===== src/spl_pkg.sv =====
// Package for the sieve prime lister: sizes, the sequencer state type and the
// saturation helper. No dependencies.
package spl_pkg;

  localparam int unsigned MaxN      = 256;
  localparam int unsigned MarkDepth = MaxN + 1;
  localparam int unsigned AddrW     = $clog2(MarkDepth);
  localparam int unsigned ValueW    = 9;
  localparam int unsigned IndexW    = 7;
  localparam int unsigned SumW      = ValueW + 1;
  localparam int unsigned FirstCand = 2;

  typedef logic [ValueW-1:0] value_t;
  typedef logic [IndexW-1:0] index_t;
  typedef logic [AddrW-1:0]  addr_t;
  typedef logic [SumW-1:0]   sum_t;

  typedef enum logic [2:0] {
    ST_IDLE,
    ST_NONE,
    ST_FILL,
    ST_READ,
    ST_CHECK,
    ST_CLEAR,
    ST_NEXT,
    ST_FINISH
  } spl_state_e;

  // Limits above the store size are clipped to its top entry.
  function automatic value_t spl_saturate(input value_t lim);
    value_t top;
    top = ValueW'(MaxN);
    return (lim > top) ? top : lim;
  endfunction

endpackage


===== src/spl_mark_ram.sv =====
// One-bit mark store of the sieve: one write port and one read port with
// registered read data. Depends on spl_pkg.
module spl_mark_ram (
  input  logic          clk_i,
  input  logic          we_i,
  input  spl_pkg::addr_t waddr_i,
  input  logic          wdata_i,
  input  spl_pkg::addr_t raddr_i,
  output logic          rdata_o
);
  import spl_pkg::*;

  logic mem_q [MarkDepth];
  logic rdata_q;

  always_ff @(posedge clk_i) begin
    if (we_i) begin
      mem_q[waddr_i] <= wdata_i;
    end
  end

  always_ff @(posedge clk_i) begin
    rdata_q <= mem_q[raddr_i];
  end

  assign rdata_o = rdata_q;

endmodule


===== src/sieve_prime_lister.sv =====
// Top level of the sieve prime lister: sequencer, shared adder and output
// register. Depends on spl_pkg and spl_mark_ram.

// The block takes one upper limit n (clipped to 256) and lists every prime up
// to n in ascending order with its 1-based index, flagging the last one; a
// limit below 2 gives one result with none_found and last set. One limit is
// worked on at a time and in_stall_o stays high until the run is done. A run
// first sets the mark store for every value from 2 to n, then reads and
// checks each candidate from 2 to n in turn, clearing every multiple of each
// prime found; output stalls hold the run, and the single adder and the
// single write port of the mark store set its pace.
module sieve_prime_lister (
  input  logic           clk_i,
  input  logic           rst_ni,
  input  logic           in_valid_i,
  output logic           in_stall_o,
  input  spl_pkg::value_t upper_limit_i,
  output logic           out_valid_o,
  input  logic           out_stall_i,
  output spl_pkg::value_t prime_value_o,
  output spl_pkg::index_t prime_index_o,
  output logic           last_o,
  output logic           none_found_o
);
  import spl_pkg::*;

  spl_state_e state_q, state_d;
  value_t     limit_q, limit_d;
  value_t     cand_q, cand_d;
  value_t     mult_q, mult_d;
  index_t     cnt_q, cnt_d;
  value_t     pend_val_q, pend_val_d;
  index_t     pend_idx_q, pend_idx_d;
  logic       have_pend_q, have_pend_d;

  logic       out_valid_q, out_valid_d;
  value_t     out_val_q, out_val_d;
  index_t     out_idx_q, out_idx_d;
  logic       out_last_q, out_last_d;
  logic       out_none_q, out_none_d;

  value_t     add_a, add_b;
  sum_t       sum;
  logic       sum_over;
  logic       out_free;
  value_t     in_lim;

  logic       mem_we;
  addr_t      mem_waddr;
  logic       mem_wdata;
  logic       mem_rdata;

  spl_mark_ram u_mark (
    .clk_i  (clk_i),
    .we_i   (mem_we),
    .waddr_i(mem_waddr),
    .wdata_i(mem_wdata),
    .raddr_i(AddrW'(cand_q)),
    .rdata_o(mem_rdata)
  );

  // The one adder serves both the candidate step and the multiple step.
  assign sum      = {1'b0, add_a} + {1'b0, add_b};
  assign sum_over = sum > {1'b0, limit_q};
  assign out_free = !out_valid_q || !out_stall_i;
  assign in_lim   = spl_saturate(upper_limit_i);

  always_ff @(posedge clk_i or negedge rst_ni) begin
    if (!rst_ni) begin
      state_q     <= ST_IDLE;
      have_pend_q <= 1'b0;
      out_valid_q <= 1'b0;
      limit_q     <= '0;
      cand_q      <= '0;
      mult_q      <= '0;
      cnt_q       <= '0;
    end else begin
      state_q     <= state_d;
      have_pend_q <= have_pend_d;
      out_valid_q <= out_valid_d;
      limit_q     <= limit_d;
      cand_q      <= cand_d;
      mult_q      <= mult_d;
      cnt_q       <= cnt_d;
    end
  end

  always_ff @(posedge clk_i) begin
    pend_val_q <= pend_val_d;
    pend_idx_q <= pend_idx_d;
    out_val_q  <= out_val_d;
    out_idx_q  <= out_idx_d;
    out_last_q <= out_last_d;
    out_none_q <= out_none_d;
  end

  always_comb begin
    state_d     = state_q;
    limit_d     = limit_q;
    cand_d      = cand_q;
    mult_d      = mult_q;
    cnt_d       = cnt_q;
    pend_val_d  = pend_val_q;
    pend_idx_d  = pend_idx_q;
    have_pend_d = have_pend_q;
    out_valid_d = out_valid_q && out_stall_i;
    out_val_d   = out_val_q;
    out_idx_d   = out_idx_q;
    out_last_d  = out_last_q;
    out_none_d  = out_none_q;
    add_a       = cand_q;
    add_b       = ValueW'(1);
    mem_we      = 1'b0;
    mem_waddr   = AddrW'(cand_q);
    mem_wdata   = 1'b1;
    in_stall_o  = 1'b1;

    unique case (state_q)
      ST_IDLE: begin
        in_stall_o = 1'b0;
        if (in_valid_i) begin
          limit_d     = in_lim;
          cand_d      = ValueW'(FirstCand);
          cnt_d       = '0;
          have_pend_d = 1'b0;
          state_d     = (in_lim < ValueW'(FirstCand)) ? ST_NONE : ST_FILL;
        end
      end
      ST_NONE: begin
        if (out_free) begin
          out_valid_d = 1'b1;
          out_val_d   = '0;
          out_idx_d   = '0;
          out_last_d  = 1'b1;
          out_none_d  = 1'b1;
          state_d     = ST_IDLE;
        end
      end
      ST_FILL: begin
        mem_we = 1'b1;
        if (cand_q == limit_q) begin
          cand_d  = ValueW'(FirstCand);
          state_d = ST_READ;
        end else begin
          cand_d = sum[ValueW-1:0];
        end
      end
      ST_READ: begin
        state_d = ST_CHECK;
      end
      ST_CHECK: begin
        // Read data stays valid here because cand_q does not move.
        if (!mem_rdata) begin
          state_d = ST_NEXT;
        end else if (!have_pend_q || out_free) begin
          if (have_pend_q) begin
            out_valid_d = 1'b1;
            out_val_d   = pend_val_q;
            out_idx_d   = pend_idx_q;
            out_last_d  = 1'b0;
            out_none_d  = 1'b0;
          end
          cnt_d       = cnt_q + IndexW'(1);
          pend_val_d  = cand_q;
          pend_idx_d  = cnt_q + IndexW'(1);
          have_pend_d = 1'b1;
          mult_d      = cand_q;
          state_d     = ST_CLEAR;
        end
      end
      ST_CLEAR: begin
        mem_we    = 1'b1;
        mem_waddr = AddrW'(mult_q);
        mem_wdata = 1'b0;
        add_a     = mult_q;
        add_b     = cand_q;
        if (sum_over) begin
          state_d = ST_NEXT;
        end else begin
          mult_d = sum[ValueW-1:0];
        end
      end
      ST_NEXT: begin
        if (sum_over) begin
          state_d = ST_FINISH;
        end else begin
          cand_d  = sum[ValueW-1:0];
          state_d = ST_READ;
        end
      end
      ST_FINISH: begin
        // The prime held back is the last one of the run.
        if (out_free) begin
          out_valid_d = 1'b1;
          out_val_d   = pend_val_q;
          out_idx_d   = pend_idx_q;
          out_last_d  = 1'b1;
          out_none_d  = 1'b0;
          have_pend_d = 1'b0;
          state_d     = ST_IDLE;
        end
      end
      default: begin
        state_d = ST_IDLE;
      end
    endcase
  end

  assign out_valid_o   = out_valid_q;
  assign prime_value_o = out_val_q;
  assign prime_index_o = out_idx_q;
  assign last_o        = out_last_q;
  assign none_found_o  = out_none_q;

`ifndef SYNTHESIS
  a_none_is_last: assert property (@(posedge clk_i) disable iff (!rst_ni)
    out_valid_o && none_found_o |-> last_o && prime_value_o == '0)
    else $error("none result without last flag or with a value");

  a_index_nonzero: assert property (@(posedge clk_i) disable iff (!rst_ni)
    out_valid_o && !none_found_o |-> prime_index_o != '0)
    else $error("prime result with zero index");

  a_cand_in_range: assert property (@(posedge clk_i) disable iff (!rst_ni)
    state_q == ST_CHECK |-> cand_q <= limit_q && cand_q >= value_t'(FirstCand))
    else $error("candidate outside the run");

  a_busy_after_take: assert property (@(posedge clk_i) disable iff (!rst_ni)
    in_valid_i && !in_stall_o |=> in_stall_o)
    else $error("new limit taken while a run is active");

  a_finish_has_prime: assert property (@(posedge clk_i) disable iff (!rst_ni)
    state_q == ST_FINISH |-> have_pend_q)
    else $error("run finished without a held prime");
`endif

endmodule


===== config.mk =====
export PLATFORM = sky130hd
export DESIGN_NAME = sieve_prime_lister
export DESIGN_NICKNAME = d
export VERILOG_FILES = /design/src/spl_pkg.sv /design/src/spl_mark_ram.sv /design/src/sieve_prime_lister.sv
export SDC_FILE = /design/constraint.sdc
export NUM_CORES = 1
export LEC_CHECK = 0
export ABC_CLOCK_PERIOD_IN_PS = 6500
export BUFFER_PORTS_ARGS = -buffer_cell sky130_fd_sc_hd__clkbuf_2
export CAP_MARGIN = 0
export CORE_UTILIZATION = 55
export CTS_CLUSTER_SIZE = 8
export DETAILED_ROUTE_END_ITERATION = 10
export GPL_TIMING_DRIVEN = 0
export PLACE_DENSITY = 0.74
export RECOVER_POWER = 100
export SLEW_MARGIN = 15
export SYNTH_ARGS = -nofsm -noshare
export SYNTH_HDL_FRONTEND = slang
export SYNTH_SLANG_ARGS = --single-unit

===== constraint.sdc =====
create_clock -name clk_i -period 6.5 [get_ports clk_i]
set_input_delay 1.3 -clock clk_i [delete_from_list [all_inputs] [get_ports clk_i]]
set_output_delay 1.3 -clock clk_i [all_outputs]
set_load 0.005 [all_outputs]

==> metrics.md, run 1 <==
| Metric | Value |
|---|---|
| Outcome | `complete, but fails checks` |
| Failing checks | `max-capacitance violations, max-slew violations` |
| Slowest CP cell | `o41ai_1` |
| FF+latch area | `0.00973 mm²` |
| Drt total wl | `38.9 mm` |
| Layout net count | `1300` |
| Gp weighted congestion | `0.969` |
| Final hold vios | `0` |
| Pwr Total | `0.00727 W` |
| Synth Register Bits | `331` |
| Via/cell ratio | `6.10` |
| Yosys warnings | `0` |
| Top post-synthesis cells by count | `302 x nor2_1, 291 x edfxtp_1, 94 x nand2_1` |
| Post-route clock skew | `0.0246 ns` |
| Share of layout cells above drive strength 1 | `0.141` |
| Footprint of the multi-input gates | `0.00516 mm²` |
| Multiplexer share of the synthesized area | `0.102` |
| Initial antenna violation count | `0` |
| Htree depth | `2` |
| Congestion Overflow GR | `0` |
| Chip Width | `170 µm` |
| Delay-heaviest family, CP | `compound AO/OA/AOI/OAI gates` |
| Largest net degree at the start of global routing | `180` |
| Area delta synth->final | `12.3%` |
| Clk buf depth | `3` |
| Fmax | `0.162 GHz` |
| Synth cell types | `78` |
| Post-CTS Setup Bufs | `0` |
| Max Cap Viol | `2` |
| CTS tree | `built` |
| Worst Path Required | `6.92 ns` |
| Rows | `61` |
| Initial Util | `0.558` |
| PortBufs | `32` |
| Leakage power | `5.78 nW` |
| CTS buffer count | `47` |
| Period utilization | `0.951` |
| First drt pass iteration count | `7` |
| Seq/Total Area, Yosys | `0.628` |
| Worst EP arrival | `6.60 ns` |
| Startpoint types | `flop` |
| Mapped Area | `0.0155 mm²` |
| Xor-xnor portion of the synthesized cell area | `0.0141` |
| Most used DFF post-synth | `edfxtp_1` |
| # DRC | `0` |
| Dpl hpwl | `25.5 mm` |
| Final Non-Filler Cells | `1664` |
| Post-synth ARST share | `0.118` |
| Core area | `0.0278 mm²` |
| Total Die Area | `0.0288 mm²` |
| Cts hold-fix bufs | `0` |
| Via count | `10156` |
| Synth Area in Adders | `0.0145` |
| Clock Sinks | `331` |
| Largest cells by area after synthesis | `edfxtp_1 56%, mux4_2 8.7%, nor2_1 7.3%, dfrtp_1 6.3%, nand2_1 2.3%` |
| Final Max Tran Viols | `220` |
| Worst slew pin tran | `2.94 ns` |
| Crit path buf inv count | `4` |
| Min-delay worst type | `reg -> reg` |
| Clk Tree Root Cell | `clkbuf_16` |
| Initial DRC count | `1210` |
| CP Capture Type | `flop` |
| Post-CTS Resized | `0` |
| Synth Area in Simple Gates | `0.143` |
| Wire per inst | `23.4 µm` |
| Post-route ant nets | `0` |
| CP Cell Sequence | `and3b_1 -> clkbuf_1 -> inv_1 -> buf_8 -> nor2_1 -> ha_1 -> clkdlybuf4s25_1 -> o21ai_0 -> o31ai_4 -> a21boi_0 -> xnor2_1 -> ha_1 -> o21ai_0 -> a31oi_1 -> o41ai_1 -> o2111ai_4 -> nand2_2 -> mux2_4` |
| Final setup violation count | `0` |
| Dpl cells | `1598` |
| Largest family of logic cells by synthesized area | `simple AND/OR/NAND/NOR gates` |
| # fillers | `2139` |
| Synth area leader | `edfxtp_1` |
| Slew Limit Headroom | `-0.957` |
| First-pass GRT wire length | `58.5 mm` |
| Die Ht | `170 µm` |
| Post-synth EDFFs | `291` |
| Number of global-route vias before repair | `9856` |
| Largest stage delay on the critical path | `0.78 ns` |
| I/O Pins | `33` |
| RSZ-0062 raised after global routing | `no` |
| Top cell type's share of synthesized area | `0.564` |
| Fin util | `0.626` |
| Final hold slack | `0.450 ns` |
| Top-count cell post-synth | `nor2_1` |
| Reg-to-reg slack, setup | `0.32 ns` |
| Max VDD drop | `0.238 mV` |
| Overall Global Routing Usage | `0.280` |
| CP Max Fanout | `88` |
| Clock-pin slew on the worst setup and hold paths | `0.05 ns` |
| Cell Pwr Density | `418 mW/mm²` |
| Synthesized Nets | `1218` |
| Clock latency on the worst-skew pair | `0.56 ns` |
| Type of the worst setup path | `reg -> reg` |
| Tmin final | `6.18 ns` |
| Post-synthesis compound-gate area fraction | `0.0597` |
| Mean Syn Cell Area | `13.1 µm²` |
| Ant. Diodes | `0` |
| Synthesized netlist cell count | `1187` |
[registers in the layout (all words and copies together), names as in the netlist, 7 cells and up]
register,count
limit_q,9
u_mark.mem_q,257
cnt_q,7
prime_index_o,7
pend_idx_q,7
cand_q,9
mult_q,9
pend_val_q,9
prime_value_o,9
[cell families after synthesis]
logic type	count (synthesis)
and+or+nand+nor	508
DFF	331
muxes	82
adders and majority gates	18
buffers and inverters	102
AOI/OAI and AO/OA	121
xor gates and xnor gates	25
[final cells by class]
| class | instances | area share |
|---|---|---|
| buffer | 73 | 0.0264 |
| clock inverter | 3 | 0.00288 |
| inverter | 29 | 0.00626 |
| multi-input combinational | 754 | 0.297 |
| sequential | 331 | 0.559 |
| clock buffer | 63 | 0.0723 |
| tap | 378 | 0.0272 |
| timing repair buffer | 33 | 0.00877 |
[worst paths after layout]
path	startpoint	endpoint	depth (start not counted)
setup / recovery	state_q[2]$_DFFE_PN0P_	mult_q[6]$_DFFE_PN0P_	18
hold / removal	cand_q[1]$_DFFE_PN0P_	pend_val_q[1]$_DFFE_PP_	0
setup reg to reg	state_q[2]$_DFFE_PN0P_	mult_q[6]$_DFFE_PN0P_	18
hold reg to reg	cand_q[1]$_DFFE_PN0P_	pend_val_q[1]$_DFFE_PP_	0
max in group asynchronous	rst_ni	cnt_q[0]$_DFFE_PN0P_	1
min in group asynchronous	rst_ni	limit_q[8]$_DFFE_PN0P_	1
[stage by stage]
step                      cell area, µm²  setup slack [ns]  setup TNS (ns)
after floorplan                    15500             0.435               0
after global placement             16100             -1.77          -33.60
after detailed placement           16200             0.587               0
after CTS                          17500             0.560               0
after global routing               17400             0.129               0
final                              17400             0.321               0
[metal layers]
layer | GRT usage | vias up | share of wire
met2 | 0.447 | 591 | 0.47
li1 | - | 4487 | -
met4 | 0.127 | 0 | 0.044
met1 | 0.368 | 4958 | 0.38
met3 | 0.0637 | 120 | 0.11
met5 | 0 | - | 0
[cells in the final DEF (no fill, tap or decap), types with 6 or more instances in the layout]
cell type	count
a22oi_1	20
nor2b_1	8
edfxtp_1	291
nand3_1	20
and2_1	21
mux2i_1	18
clkbuf_2	23
and2_0	6
nand4_1	9
mux4_2	60
nand2b_1	11
and3_1	6
nor3_1	9
o21ai_0	22
inv_1	29
xor2_1	11
clkbuf_16	48
buf_2	8
clkbuf_1	66
a22o_1	15
a31oi_1	7
dfrtp_1	39
nor2_1	302
ha_1	18
nand2_1	94
xnor2_1	14
a21oi_1	14
clkbuf_8	9
[worst register-to-register path, cell delays in order (launching register included)]
cell and delay (ns):
dfrtp_1 0.47, and3b_1 0.23, clkbuf_1 0.21, inv_1 0.30, buf_8 0.42, nor2_1 0.10, ha_1 0.28, clkdlybuf4s25_1 0.39
o21ai_0 0.21, o31ai_4 0.37, a21boi_0 0.18, xnor2_1 0.55, ha_1 0.36, o21ai_0 0.08, a31oi_1 0.08, o41ai_1 0.78
o2111ai_4 0.38, nand2_2 0.33, mux2_4 0.33
[power by group]
| part | switching (W) | internal (W) | leakage, nW |
|---|---|---|---|
| registers | 0.000121 | 0.00262 | 3.09 |
| clock network | 0.000851 | 0.00133 | 0.629 |
| logic | 0.00148 | 0.000871 | 2.06 |
| total | 0.00246 | 0.00481 | 5.78 |
Power figures use the tool's default switching activity.
==> run 2, diff against run 1 <==
--- a/config.mk
+++ b/config.mk
@@ -10,3 +10,3 @@
 export CAP_MARGIN = 0
-export CORE_UTILIZATION = 55
+export CORE_UTILIZATION = 57
 export CTS_CLUSTER_SIZE = 8
@@ -14,3 +14,3 @@
 export GPL_TIMING_DRIVEN = 0
-export PLACE_DENSITY = 0.74
+export PLACE_DENSITY = 0.76
 export RECOVER_POWER = 100
==> constraint.sdc (replaced) <==
create_clock -name clk_i -period 6.5 [get_ports clk_i]
set_input_delay 0.65 -clock clk_i [delete_from_list [all_inputs] [get_ports clk_i]]
set_output_delay 0.65 -clock clk_i [all_outputs]
set_load 0.005 [all_outputs]
==> run 2 against run 1 <==
Setup slack improved by 0.23 ns. The flow still finishes with violations (max-capacitance violations, max-slew violations). First-iteration DRC count rose by 7.6%. Critical path type unchanged. Critical path depth unchanged. Routed wire length rose by 1.2%. Via count increased by 2.1%.
==> metrics.md, run 2 (synthesis results as in run 1) <==
| Metric | Value |
|---|---|
| CTS tree | `built` |
| Reg2reg path depth | `18` |
| Hold path depth | `2` |
| Final hold vios | `0` |
| Core area | `0.0264 mm²` |
| Most Used Layer, Global Route | `met2` |
| Cell Pwr Density | `420 mW/mm²` |
| Largest net degree at the start of global routing | `175` |
| Total Die Area | `0.0278 mm²` |
| Wire per inst | `24.3 µm` |
| Non-Filler Cell Area, Final | `0.0173 mm²` |
| Via/cell ratio | `6.40` |
| Share of layout cells above drive strength 1 | `0.143` |
| Dpl cells | `1555` |
| Initial DRC count | `1302` |
| Initial Util | `0.588` |
| Rows | `59` |
| Most frequent cells in the layout | `302 x nor2_1, 291 x edfxtp_1, 95 x nand2_1` |
| Startpoint types | `flop` |
| DP Area | `0.0161 mm²` |
| Worst EP arrival | `6.37 ns` |
| Initial antenna violation count | `0` |
| Dpl hpwl | `24.9 mm` |
| Post-route ant nets | `0` |
| I/O Pins | `33` |
| Drt total wl | `39.4 mm` |
| Post-route clock skew | `0.0207 ns` |
| Largest reg by FF count | `u_mark.mem_q` |
| Largest stage delay on the critical path | `0.62 ns` |
| Layout net count | `1300` |
| Outcome | `complete, but fails checks` |
| Clock-pin slew on the worst setup and hold paths | `0.05 ns` |
| RSZ-0062 raised after global routing | `no` |
| Worst Path Required | `6.92 ns` |
| Post-CTS Resized | `0` |
| M3 GR Usage | `0.0570` |
| Number of global-route vias before repair | `10010` |
| # DRC | `0` |
| CP Cell Sequence | `and3b_1 -> clkbuf_1 -> inv_1 -> buf_8 -> nor2_1 -> ha_1 -> clkdlybuf4s15_1 -> o21ai_0 -> o31ai_4 -> a21boi_0 -> xnor2_1 -> ha_1 -> o21ai_0 -> a31oi_1 -> o41ai_1 -> o2111ai_4 -> nand2_1 -> mux2_4` |
| Grt met2 use | `0.458` |
| Congestion Overflow GR | `0` |
| Slew Limit Headroom | `-0.948` |
| Via count | `10368` |
| Grt met1 use | `0.395` |
| Final Non-Filler Cells | `1619` |
| Min-delay worst type | `in -> reg` |
| Post-CTS Setup Bufs | `0` |
| Tmin final | `5.95 ns` |
| Worst slew pin tran | `2.92 ns` |
| Failing checks | `max-capacitance violations, max-slew violations` |
| WP depth | `18` |
| Slowest CP cell | `o41ai_1` |
| Max VDD drop | `0.240 mV` |
| First-pass GRT wire length | `59.3 mm` |
| CP Max Fanout | `93` |
| Delay-heaviest family, CP | `compound AO/OA/AOI/OAI gates` |
| Die Ht | `167 µm` |
| Leakage power | `5.78 nW` |
| CTS buffer count | `47` |
| Final Max Tran Viols | `215` |
| Period utilization | `0.915` |
| Fmax | `0.168 GHz` |
| Commonest non-fill, non-tap cell in the layout | `nor2_1` |
| Ant. Diodes | `0` |
| First drt pass iteration count | `6` |
| Crit path buf inv count | `4` |
| Cts hold-fix bufs | `0` |
| Chip Width | `167 µm` |
| Htree depth | `2` |
| Final hold slack | `0.350 ns` |
| Clk buf depth | `3` |
| Overall Global Routing Usage | `0.289` |
| Type of the worst setup path | `reg -> reg` |
| PortBufs | `32` |
| Clk Tree Root Cell | `clkbuf_16` |
| CP Capture Type | `flop` |
| Clock Sinks | `331` |
| Largest register FFs | `257` |
| Max Cap Viol | `2` |
| Area delta synth->final | `11.9%` |
| Final setup violation count | `0` |
| Gp weighted congestion | `0.939` |
| Clock latency on the worst-skew pair | `0.56 ns` |
-- run 2: cell types whose count changed in the layout (fill, tap and decap cells not counted), sizes merged --
cell	before	now
clkbuf	146	144
clkdlybuf4s15	0	1
clkdlybuf4s25	1	0
clkinv	3	2
clkinvlp	0	1
-- run 2: area by class of cell --
type	instances	area (µm²)
buffer	73	459
tap	335	419
timing repair buffer	33	155
inverter	29	109
fill	1921	9010
clock inverter	3	53.8
sequential	331	9730
multi-input combinational	754	5160
clock buffer	61	1250
-- run 2: final timing paths --
path	slack, ns	to	start
max	0.55	mult_q[6]$_DFFE_PN0P_	state_q[2]$_DFFE_PN0P_
min	0.35	limit_q[1]$_DFFE_PN0P_	upper_limit_i[1]
max reg2reg	0.55	mult_q[6]$_DFFE_PN0P_	state_q[2]$_DFFE_PN0P_
min reg2reg	0.44	pend_val_q[1]$_DFFE_PP_	cand_q[1]$_DFFE_PN0P_
max in group asynchronous	4.48	cnt_q[6]$_DFFE_PN0P_	rst_ni
min in group asynchronous	0.76	limit_q[8]$_DFFE_PN0P_	rst_ni
-- run 2: per-stage QoR --
stage | power, W | util | worst slack (ns) | TNS (ns)
6_report | 0.00729 | 0.658 | 0.550 | 0
5_1_grt | 0.00755 | 0.658 | 0.183 | 0
4_1_cts | 0.00728 | 0.661 | 0.728 | 0
3_5_place_dp | 0.00508 | 0.611 | 0.737 | 0
3_3_place_gp | 0.00506 | 0.610 | -1.46 | -27.50
2_1_floorplan | 0.00433 | - | 0.435 | 0
-- run 2: power by group --
group	internal, W	switching, W
sequential	0.00261	0.000123
clock	0.00133	0.000869
combinational	0.000870	0.00148
-- run 2: worst register-to-register path: cells and delay by family, from the launching register on --
kind	cells	cell delay, ns
AOI/OAI and AO/OA	7	1.86
xor gates and xnor gates	1	0.47
adders and majority gates	2	0.63
buffers and inverters	4	1.29
DFF	1	0.48
muxes	1	0.34
and+or+nand+nor	3	0.76
-- run 2: metal layers --
layer / part of all wire / routed length, µm
met5: 0 / 0
met4: 0.044 / 1750
met3: 0.12 / 4570
met2: 0.46 / 18300
met1: 0.38 / 14800
